[src/hw/rtl/tslf_pkg.sv]
// Shared types and constants for the three-sensor line follower.
package tslf_pkg;

  localparam int unsigned ReadingW = 12;
  localparam int unsigned PulseW   = 16;
  localparam int unsigned SpeedW   = 7;
  localparam int unsigned DirW     = 2;
  localparam int unsigned CfgIdxW  = 3;
  localparam int unsigned CfgDataW = 16;
  localparam int unsigned InDataW  = 56;
  localparam int unsigned OutDataW = 24;

  // Configuration register indexes
  typedef enum logic [CfgIdxW-1:0] {
    CFG_THR_LEFT   = 3'd0,
    CFG_THR_MIDDLE = 3'd1,
    CFG_THR_RIGHT  = 3'd2,
    CFG_WIN_LOW    = 3'd3,
    CFG_WIN_HIGH   = 3'd4
  } cfg_idx_e;

  localparam logic [ReadingW-1:0] ThrLeftRst   = 12'd800;
  localparam logic [ReadingW-1:0] ThrMiddleRst = 12'd750;
  localparam logic [ReadingW-1:0] ThrRightRst  = 12'd800;
  localparam logic [PulseW-1:0]   WinLowRst    = 16'd1450;
  localparam logic [PulseW-1:0]   WinHighRst   = 16'd1550;

  // Side on which the line was last seen
  typedef enum logic [1:0] {
    SIDE_CENTER = 2'd0,
    SIDE_LEFT   = 2'd1,
    SIDE_RIGHT  = 2'd2
  } side_e;

  // Motor direction codes (unmirrored view)
  typedef enum logic [DirW-1:0] {
    DIR_STOP = 2'd0,
    DIR_FWD  = 2'd1,
    DIR_REV  = 2'd2
  } dir_e;

  localparam logic [2:0] SlowPhaseLast = 3'd4;
  localparam logic [1:0] SearchSteps   = 2'd2;

  typedef struct packed {
    side_e      last_side;
    logic [2:0] slow_phase;
    logic [1:0] search_count;
  } steer_state_t;

  typedef struct packed {
    logic [SpeedW-1:0] right_speed;
    dir_e              right_direction;
    logic [SpeedW-1:0] left_speed;
    dir_e              left_direction;
  } motor_cmd_t;

  typedef struct packed {
    logic [ReadingW-1:0] thr_right;
    logic [ReadingW-1:0] thr_middle;
    logic [ReadingW-1:0] thr_left;
  } thresholds_t;

endpackage

[src/hw/rtl/three_sensor_line_follower_core.sv]
// Top level of the three-sensor line follower core.
//
// Input stream (s_axis_*): one word per sample set, three 12-bit reflectance
// readings and a 16-bit remote-control pulse width. A word whose pulse width
// lies strictly inside the configured window makes one steering update and
// yields one output word; any other word is dropped without touching state.
// Output stream (m_axis_*): left and right motor direction and speed, the
// right motor mirrored (2 forward, 1 reverse).
// Configuration: cfg_valid_i/cfg_ready_o with a register index and data;
// write only while the core is idle. Unknown indexes are ignored.
//
// An accepted word lands in the input register, and its result is
// registered in the output register; a word for a stalled output waits in
// the input register.
// Throughput: one word per cycle while the output is not stalled; the update
// is a few compares and a table pick between the input and output registers.
// A stalled receiver holds the output word; the input register still takes
// one more word and drains dropped words freely, then tready falls.
// Reset clears both valid flags, the steering state and restores the
// default thresholds and window.
module three_sensor_line_follower_core (
  input  logic                            clk_i,
  input  logic                            rst_ni,
  // Input stream, tdata fields from bit 0 up: reading_left[11:0],
  // reading_middle[23:12], reading_right[35:24], rc_pulse_width[51:36], zero pad
  input  logic                            s_axis_tvalid,
  output logic                            s_axis_tready,
  input  logic [tslf_pkg::InDataW-1:0]    s_axis_tdata,
  // Output stream, tdata fields from bit 0 up: left_direction[1:0],
  // left_speed[8:2], right_direction[10:9], right_speed[17:11], zero pad
  output logic                            m_axis_tvalid,
  input  logic                            m_axis_tready,
  output logic [tslf_pkg::OutDataW-1:0]   m_axis_tdata,
  // Configuration write channel
  input  logic                            cfg_valid_i,
  output logic                            cfg_ready_o,
  input  logic [tslf_pkg::CfgIdxW-1:0]    cfg_index_i,
  input  logic [tslf_pkg::CfgDataW-1:0]   cfg_data_i
);
  import tslf_pkg::*;

  // Configuration registers
  thresholds_t       thr_q;
  logic [PulseW-1:0] win_low_q, win_high_q;

  // Input register
  logic                s1_valid_q;
  logic [ReadingW-1:0] rl_q, rm_q, rr_q;
  logic [PulseW-1:0]   pw_q;

  // Steering state and output register
  steer_state_t state_q, state_d;
  motor_cmd_t   cmd_d, cmd_q;
  logic         out_valid_q;

  logic s_accept, window_hit, out_free, s1_move, update;

  assign cfg_ready_o = 1'b1;

  always_ff @(posedge clk_i or negedge rst_ni) begin
    if (!rst_ni) begin
      thr_q.thr_left   <= ThrLeftRst;
      thr_q.thr_middle <= ThrMiddleRst;
      thr_q.thr_right  <= ThrRightRst;
      win_low_q        <= WinLowRst;
      win_high_q       <= WinHighRst;
    end else if (cfg_valid_i && cfg_ready_o) begin
      case (cfg_index_i)
        CFG_THR_LEFT:   thr_q.thr_left   <= cfg_data_i[ReadingW-1:0];
        CFG_THR_MIDDLE: thr_q.thr_middle <= cfg_data_i[ReadingW-1:0];
        CFG_THR_RIGHT:  thr_q.thr_right  <= cfg_data_i[ReadingW-1:0];
        CFG_WIN_LOW:    win_low_q        <= cfg_data_i;
        CFG_WIN_HIGH:   win_high_q       <= cfg_data_i;
        default: begin
          // drop writes to unknown indexes
        end
      endcase
    end
  end

  // A word outside the window leaves without needing the output slot
  assign window_hit    = (pw_q > win_low_q) && (pw_q < win_high_q);
  assign out_free      = !out_valid_q || m_axis_tready;
  assign s1_move       = s1_valid_q && (!window_hit || out_free);
  assign update        = s1_move && window_hit;
  assign s_axis_tready = !s1_valid_q || s1_move;
  assign s_accept      = s_axis_tvalid && s_axis_tready;

  always_ff @(posedge clk_i or negedge rst_ni) begin
    if (!rst_ni) begin
      s1_valid_q <= 1'b0;
    end else if (s_axis_tready) begin
      s1_valid_q <= s_axis_tvalid;
    end
  end

  // Payload: load on accept, no reset needed
  always_ff @(posedge clk_i) begin
    if (s_accept) begin
      rl_q <= s_axis_tdata[11:0];
      rm_q <= s_axis_tdata[23:12];
      rr_q <= s_axis_tdata[35:24];
      pw_q <= s_axis_tdata[51:36];
    end
  end

  tslf_steer u_steer (
    .reading_left_i   (rl_q),
    .reading_middle_i (rm_q),
    .reading_right_i  (rr_q),
    .thr_i            (thr_q),
    .state_i          (state_q),
    .state_o          (state_d),
    .cmd_o            (cmd_d)
  );

  // Advance the steering state only on a qualifying update
  always_ff @(posedge clk_i or negedge rst_ni) begin
    if (!rst_ni) begin
      state_q.last_side    <= SIDE_CENTER;
      state_q.slow_phase   <= '0;
      state_q.search_count <= '0;
    end else if (update) begin
      state_q <= state_d;
    end
  end

  always_ff @(posedge clk_i or negedge rst_ni) begin
    if (!rst_ni) begin
      out_valid_q <= 1'b0;
    end else if (update) begin
      out_valid_q <= 1'b1;
    end else if (m_axis_tready) begin
      out_valid_q <= 1'b0;
    end
  end

  always_ff @(posedge clk_i) begin
    if (update) begin
      cmd_q <= cmd_d;
    end
  end

  assign m_axis_tvalid = out_valid_q;
  assign m_axis_tdata  = {6'd0, cmd_q.right_speed, cmd_q.right_direction,
                          cmd_q.left_speed, cmd_q.left_direction};

endmodule

[src/hw/rtl/tslf_steer.sv]
// Steering decision: sensor compares, speed table, search and state update.
module tslf_steer (
  input  logic [tslf_pkg::ReadingW-1:0] reading_left_i,
  input  logic [tslf_pkg::ReadingW-1:0] reading_middle_i,
  input  logic [tslf_pkg::ReadingW-1:0] reading_right_i,
  input  tslf_pkg::thresholds_t         thr_i,
  input  tslf_pkg::steer_state_t        state_i,
  output tslf_pkg::steer_state_t        state_o,
  output tslf_pkg::motor_cmd_t          cmd_o
);
  import tslf_pkg::*;

  localparam logic signed [7:0] MaxSpeed = 8'sd100;

  typedef struct packed {
    dir_e              dir;
    logic [SpeedW-1:0] mag;
  } motor_t;

  function automatic motor_t motor_enc(input logic signed [7:0] v, input logic mirrored);
    logic signed [7:0] c;
    motor_t m;
    c = v;
    if (c > MaxSpeed) c = MaxSpeed;
    if (c < -MaxSpeed) c = -MaxSpeed;
    if (c == 8'sd0) begin
      m.dir = DIR_STOP;
      m.mag = '0;
    end else if (c > 8'sd0) begin
      m.dir = mirrored ? DIR_REV : DIR_FWD;
      m.mag = c[SpeedW-1:0];
    end else begin
      m.dir = mirrored ? DIR_FWD : DIR_REV;
      m.mag = 7'(-c);
    end
    return m;
  endfunction

  logic              sl, sm, sr, slow;
  logic signed [7:0] lv, rv;
  motor_t            lm, rm;

  assign sl = reading_left_i   > thr_i.thr_left;
  assign sm = reading_middle_i > thr_i.thr_middle;
  assign sr = reading_right_i  > thr_i.thr_right;

  // Slow step when the phase counter steps onto its last value
  assign slow = (state_i.slow_phase == SlowPhaseLast - 3'd1);

  always_comb begin
    state_o = state_i;
    state_o.slow_phase = (state_i.slow_phase >= SlowPhaseLast) ? 3'd0
                                                               : state_i.slow_phase + 3'd1;
    state_o.search_count = '0;
    lv = slow ? 8'sd40 : 8'sd55;
    rv = lv;
    case ({sl, sm, sr})
      3'b010: begin
        state_o.last_side = SIDE_CENTER;
      end
      3'b110: begin
        state_o.last_side = SIDE_LEFT;
        lv = slow ? 8'sd35 : 8'sd45;
        rv = slow ? 8'sd55 : 8'sd70;
      end
      3'b100: begin
        state_o.last_side = SIDE_LEFT;
        lv = slow ? 8'sd30 : 8'sd40;
        rv = slow ? 8'sd60 : 8'sd80;
      end
      3'b011: begin
        state_o.last_side = SIDE_RIGHT;
        lv = slow ? 8'sd55 : 8'sd70;
        rv = slow ? 8'sd35 : 8'sd45;
      end
      3'b001: begin
        state_o.last_side = SIDE_RIGHT;
        lv = slow ? 8'sd60 : 8'sd80;
        rv = slow ? 8'sd30 : 8'sd40;
      end
      3'b111: begin
        // all on: cruise, keep last side
      end
      3'b101: begin
        // split: follow the remembered side
        case (state_i.last_side)
          SIDE_LEFT: begin
            lv = slow ? 8'sd35 : 8'sd45;
            rv = slow ? 8'sd55 : 8'sd70;
          end
          SIDE_RIGHT: begin
            lv = slow ? 8'sd55 : 8'sd70;
            rv = slow ? 8'sd35 : 8'sd45;
          end
          default: begin
          end
        endcase
      end
      default: begin
        // line lost: spin toward last side (back up if centred), then stop and rearm
        if (state_i.search_count < SearchSteps) begin
          state_o.search_count = state_i.search_count + 2'd1;
          case (state_i.last_side)
            SIDE_LEFT: begin
              lv = slow ? 8'sd85 : 8'sd90;
              rv = -lv;
            end
            SIDE_RIGHT: begin
              rv = slow ? 8'sd85 : 8'sd90;
              lv = -rv;
            end
            default: begin
              lv = -8'sd70;
              rv = -8'sd70;
            end
          endcase
        end else begin
          lv = 8'sd0;
          rv = 8'sd0;
        end
      end
    endcase
  end

  assign lm = motor_enc(lv, 1'b0);
  assign rm = motor_enc(rv, 1'b1);

  assign cmd_o.left_direction  = lm.dir;
  assign cmd_o.left_speed      = lm.mag;
  assign cmd_o.right_direction = rm.dir;
  assign cmd_o.right_speed     = rm.mag;

endmodule

[config.mk]
export PLATFORM = sky130hd
export DESIGN_NAME = three_sensor_line_follower_core
export DESIGN_NICKNAME = d
export VERILOG_FILES = /design/src/hw/rtl/tslf_pkg.sv /design/src/hw/rtl/three_sensor_line_follower_core.sv /design/src/hw/rtl/tslf_steer.sv
export SDC_FILE = /design/constraint.sdc
export NUM_CORES = 1
export LEC_CHECK = 0
export BUFFER_PORTS_ARGS = -buffer_cell sky130_fd_sc_hd__buf_4
export CAP_MARGIN = 10
export CORE_UTILIZATION = 27
export CTS_CLUSTER_DIAMETER = 80
export DETAILED_ROUTE_END_ITERATION = 8
export GPL_TIMING_DRIVEN = 1
export PLACE_DENSITY = 0.53
export SLEW_MARGIN = 20
export SYNTH_ARGS = -nofsm -noshare
export SYNTH_HDL_FRONTEND = slang
export SYNTH_SLANG_ARGS = --single-unit
export TNS_END_PERCENT = 10
[constraint.sdc]
create_clock -name clk_i -period 3.7 [get_ports clk_i]
set_input_delay 0 -clock clk_i [delete_from_list [all_inputs] [get_ports clk_i]]
set_output_delay 0 -clock clk_i [all_outputs]
set_load 0.02 [all_outputs]
==> impl_metrics.tcl <==
set metrics [dict create \
    status "complete, but fails checks" \
    violations "setup timing" \
    timing.final.ws_setup_ns -0.1285 \
    cts.path.max_buffers 2 \
    cp-startpoint "thr_q[21]" \
    r2r_start "thr_q[21]" \
    dieArea_um2 30630 \
    path_max_fanout 7 \
    max_slew_margin_pct 35.34 \
    p_sw_mw 2.959 \
    vias_per_cell 4.558 \
    clock_sink_count 147 \
    first_pass_iters 5 \
    ys_ff_latch 147 \
    ant_nets 0 \
    core_um2 29090 \
    path_clk_slew_ns 0.07 \
    yosysWarnings 0 \
    synth_edf_count 70 \
    maxCapViolCount 0 \
    critPathCapture "m_axis_tdata[17]" \
    final-setup-viol-count 7 \
    synth_async_sr_flop_share_pct 52.38 \
    nets 1169 \
    end_kind "flop" \
    skew_ns 0.01206 \
    swShare_pct 36.34 \
    synth_most_common_cell "inv_1" \
    seqPwrFrac_pct 28.2 \
    worst_r2r_path_depth 15 \
    cts_root_buf "clkbuf_16" \
    yosysTopAreaCell "edfxtp_1" \
    worst_ep_arrival_time_ns 4.01 \
    cts_buffers 17 \
    start_util_pct 27.78 \
    dp.cells 1283 \
    ys_types 75 \
    rsz0062_at_grt "true" \
    r2r_slack_ns -0.13 \
    grt_pass1_vias 6502 \
    ys_seq_area_share_pct 50.22 \
    synthFlopType "edfxtp_1" \
    io_pins 107 \
    p_leak_nw 4.987 \
    cts_tree "done" \
    synthCells 748 \
    ir_drop_uv 409.9 \
    placed_cell_area_um2 9823 \
    overflow 0 \
    avgSynthCellArea_um2 10.80 \
    std_cell_rows 62 \
    synth_top_area_share_pct 26.01 \
    worstSetupPathType "flop to flop" \
    p_clk_share_pct 21.5 \
    finalSetupTns_ns -0.4057 \
    hold_violations 0 \
    drive_above_1_share_pct 33.01 \
    htree_levels 4 \
    tightest_slew_ns 0.9648 \
    hp-class "primary input to flop" \
    drtIter0Drc 352 \
    synth_area_leaders "edfxtp_1, dfrtp_1, ha_1" \
    routed-via-count 6432 \
    power_density_nw_per_um2 699.4 \
    p_total_mw 8.141 \
    finalWeightedCongestion 0.8378 \
    final_cells 1411 \
    reg2reg_to "m_axis_tdata[17]" \
    die_w_um 175.0 \
    period_needed_ns 3.829 \
    internal-power_mw 5.182 \
    grt_pass1_wl_um 35310 \
    port_buffers 95 \
    antenna_cells 0 \
    grt_max_degree 60 \
    startpoint_type "flop" \
    hp-start "cfg_index_i[1]" \
    area_growth_pct 44.03 \
    max_freq_mhz 261.2 \
    hpwl_um 15610 \
    drc_errors 0 \
    synth_area_um2 8082 \
    design_area_um2 11640 \
    wl_per_cell_um 15.72 \
    drv_slew 0 \
    clock_latency_ns 0.43 \
    antenna_found_initial 0 \
    fin_crit_sh_pct 103.5 \
    p_comb_share_pct 50.3 \
    cp.required_ns 3.88 \
    netlist_top_cells_count "inv_1, ha_1, nand2_1, edfxtp_1, o21ai_0" \
    fp.dieH_um 175.0 \
    totalWireLength_um 22180 \
    track_usage_pct 15.06 \
    n_fill_cell 2836 \
]
## cells in the final DEF, fill, tap and decap left out, drive strengths merged, types with 11 or more instances in the layout
cell type / netlist / final
clkbuf: 17 / 20
a21o: 13 / 13
a21oi: 32 / 32
dfrtp: 53 / 53
nor2: 30 / 30
a211oi: 14 / 14
nand2: 71 / 71
edfxtp: 70 / 70
nor2b: 11 / 11
nor3: 11 / 11
o21ai: 63 / 63
nand4: 15 / 15
ha: 75 / 75
dfstp: 24 / 24
dlygate4sd3: 0 / 77
inv: 80 / 88
buf: 19 / 201
nand3: 12 / 12
mux2: 24 / 24
## critical path: stages, from the launching register on
cell and delay (ns):
dfstp_2 0.51, inv_1 0.04, ha_1 0.29, nand4_1 0.15
or4_4 0.56, o21a_4 0.18, buf_8 0.15, nor4_4 0.23
o21ai_2 0.10, or3b_4 0.39, nor2b_4 0.14, o21ai_2 0.05
ha_2 0.19, nor4b_4 0.28, a41oi_2 0.16, xor2_1 0.15
## metrics by stage
stage	hold WS, ns	setup WS, ns	util, %
floorplan	-0.2956	-0.1599	-
global placement	0.1455	-0.2422	33.77
detailed placement	0.1535	-0.2904	33.77
CTS	0.06515	-0.07598	39.39
global route	0.1159	-0.2695	40.01
finish	0.09083	-0.1285	40.01
## sequential cells by signal, indices dropped and copies added (netlist names)
signal / count
thr_q: 36
m_axis_tdata: 18
pw_q: 16
win_high_q: 16
win_low_q: 16
rl_q: 12
rm_q: 12
rr_q: 12
state_q: 7
m_axis_tvalid: 1
s1_valid_q: 1
## power by group through the flow
stage | Sequential (mW) | Clock (mW) | Combinational (mW)
after floorplan | 2.38 | 0 | 2.04
after global placement | 2.32 | 0 | 3.52
after detailed placement | 2.32 | 0 | 3.52
after CTS | 2.29 | 1.81 | 3.89
after global routing | 2.33 | 1.87 | 4.48
final | 2.29 | 1.75 | 4.10
## logic make-up after synthesis
group / synth area share (%)
AO/OA/AOI/OAI: 15.13
XOR/XNOR: 1.084
multiplexers: 3.592
buffers and inverters: 6.177
other: 0.09293
flip-flops: 50.22
AND/OR/NAND/NOR: 12.09
adder cells (fa/ha/maj): 11.61
## how the worst min path moves through the flow
stage | endpoint | slack (ns) | cells past startpoint
after CTS | thr_q[13] | 0.07 | 5
final | thr_q[13] | 0.09 | 5
after floorplan | m_axis_tvalid | -0.30 | 0
after global placement | thr_q[22] | 0.15 | 1
after global routing | thr_q[14] | 0.12 | 5
after detailed placement | thr_q[22] | 0.15 | 1
## metal layers
layer,share of wire [%],GRT usage (%)
met1,48,20.02
met5,0,0
met4,2.4,5.761
met2,46,24.09
met3,3.8,2.937
## cell type report
| cell class | instances | area [um^2] | share of cell area, % |
|---|---|---|---|
| Sequential cell | 147 | 4059 | 34.87 |
| Multi-Input combinational cell | 489 | 3875 | 33.29 |
| Timing Repair Buffer | 278 | 2328 | 20.00 |
| Clock buffer | 20 | 489.2 | 4.203 |
| Tap cell | 384 | 480.5 | 4.128 |
| Inverter | 81 | 304.0 | 2.612 |
| Clock inverter | 12 | 103.9 | 0.8922 |
## repair_timing
item / in CTS / in global routing
setup endpoints to repair: 11 / 14
setup buffers: 13 / 6
hold endpoints to repair: 162 / 0
gates resized for setup: 25 / 26
hold buffers: 77 / 0
pin swaps: 21 / 19
(Power assumes the default switching activity.)
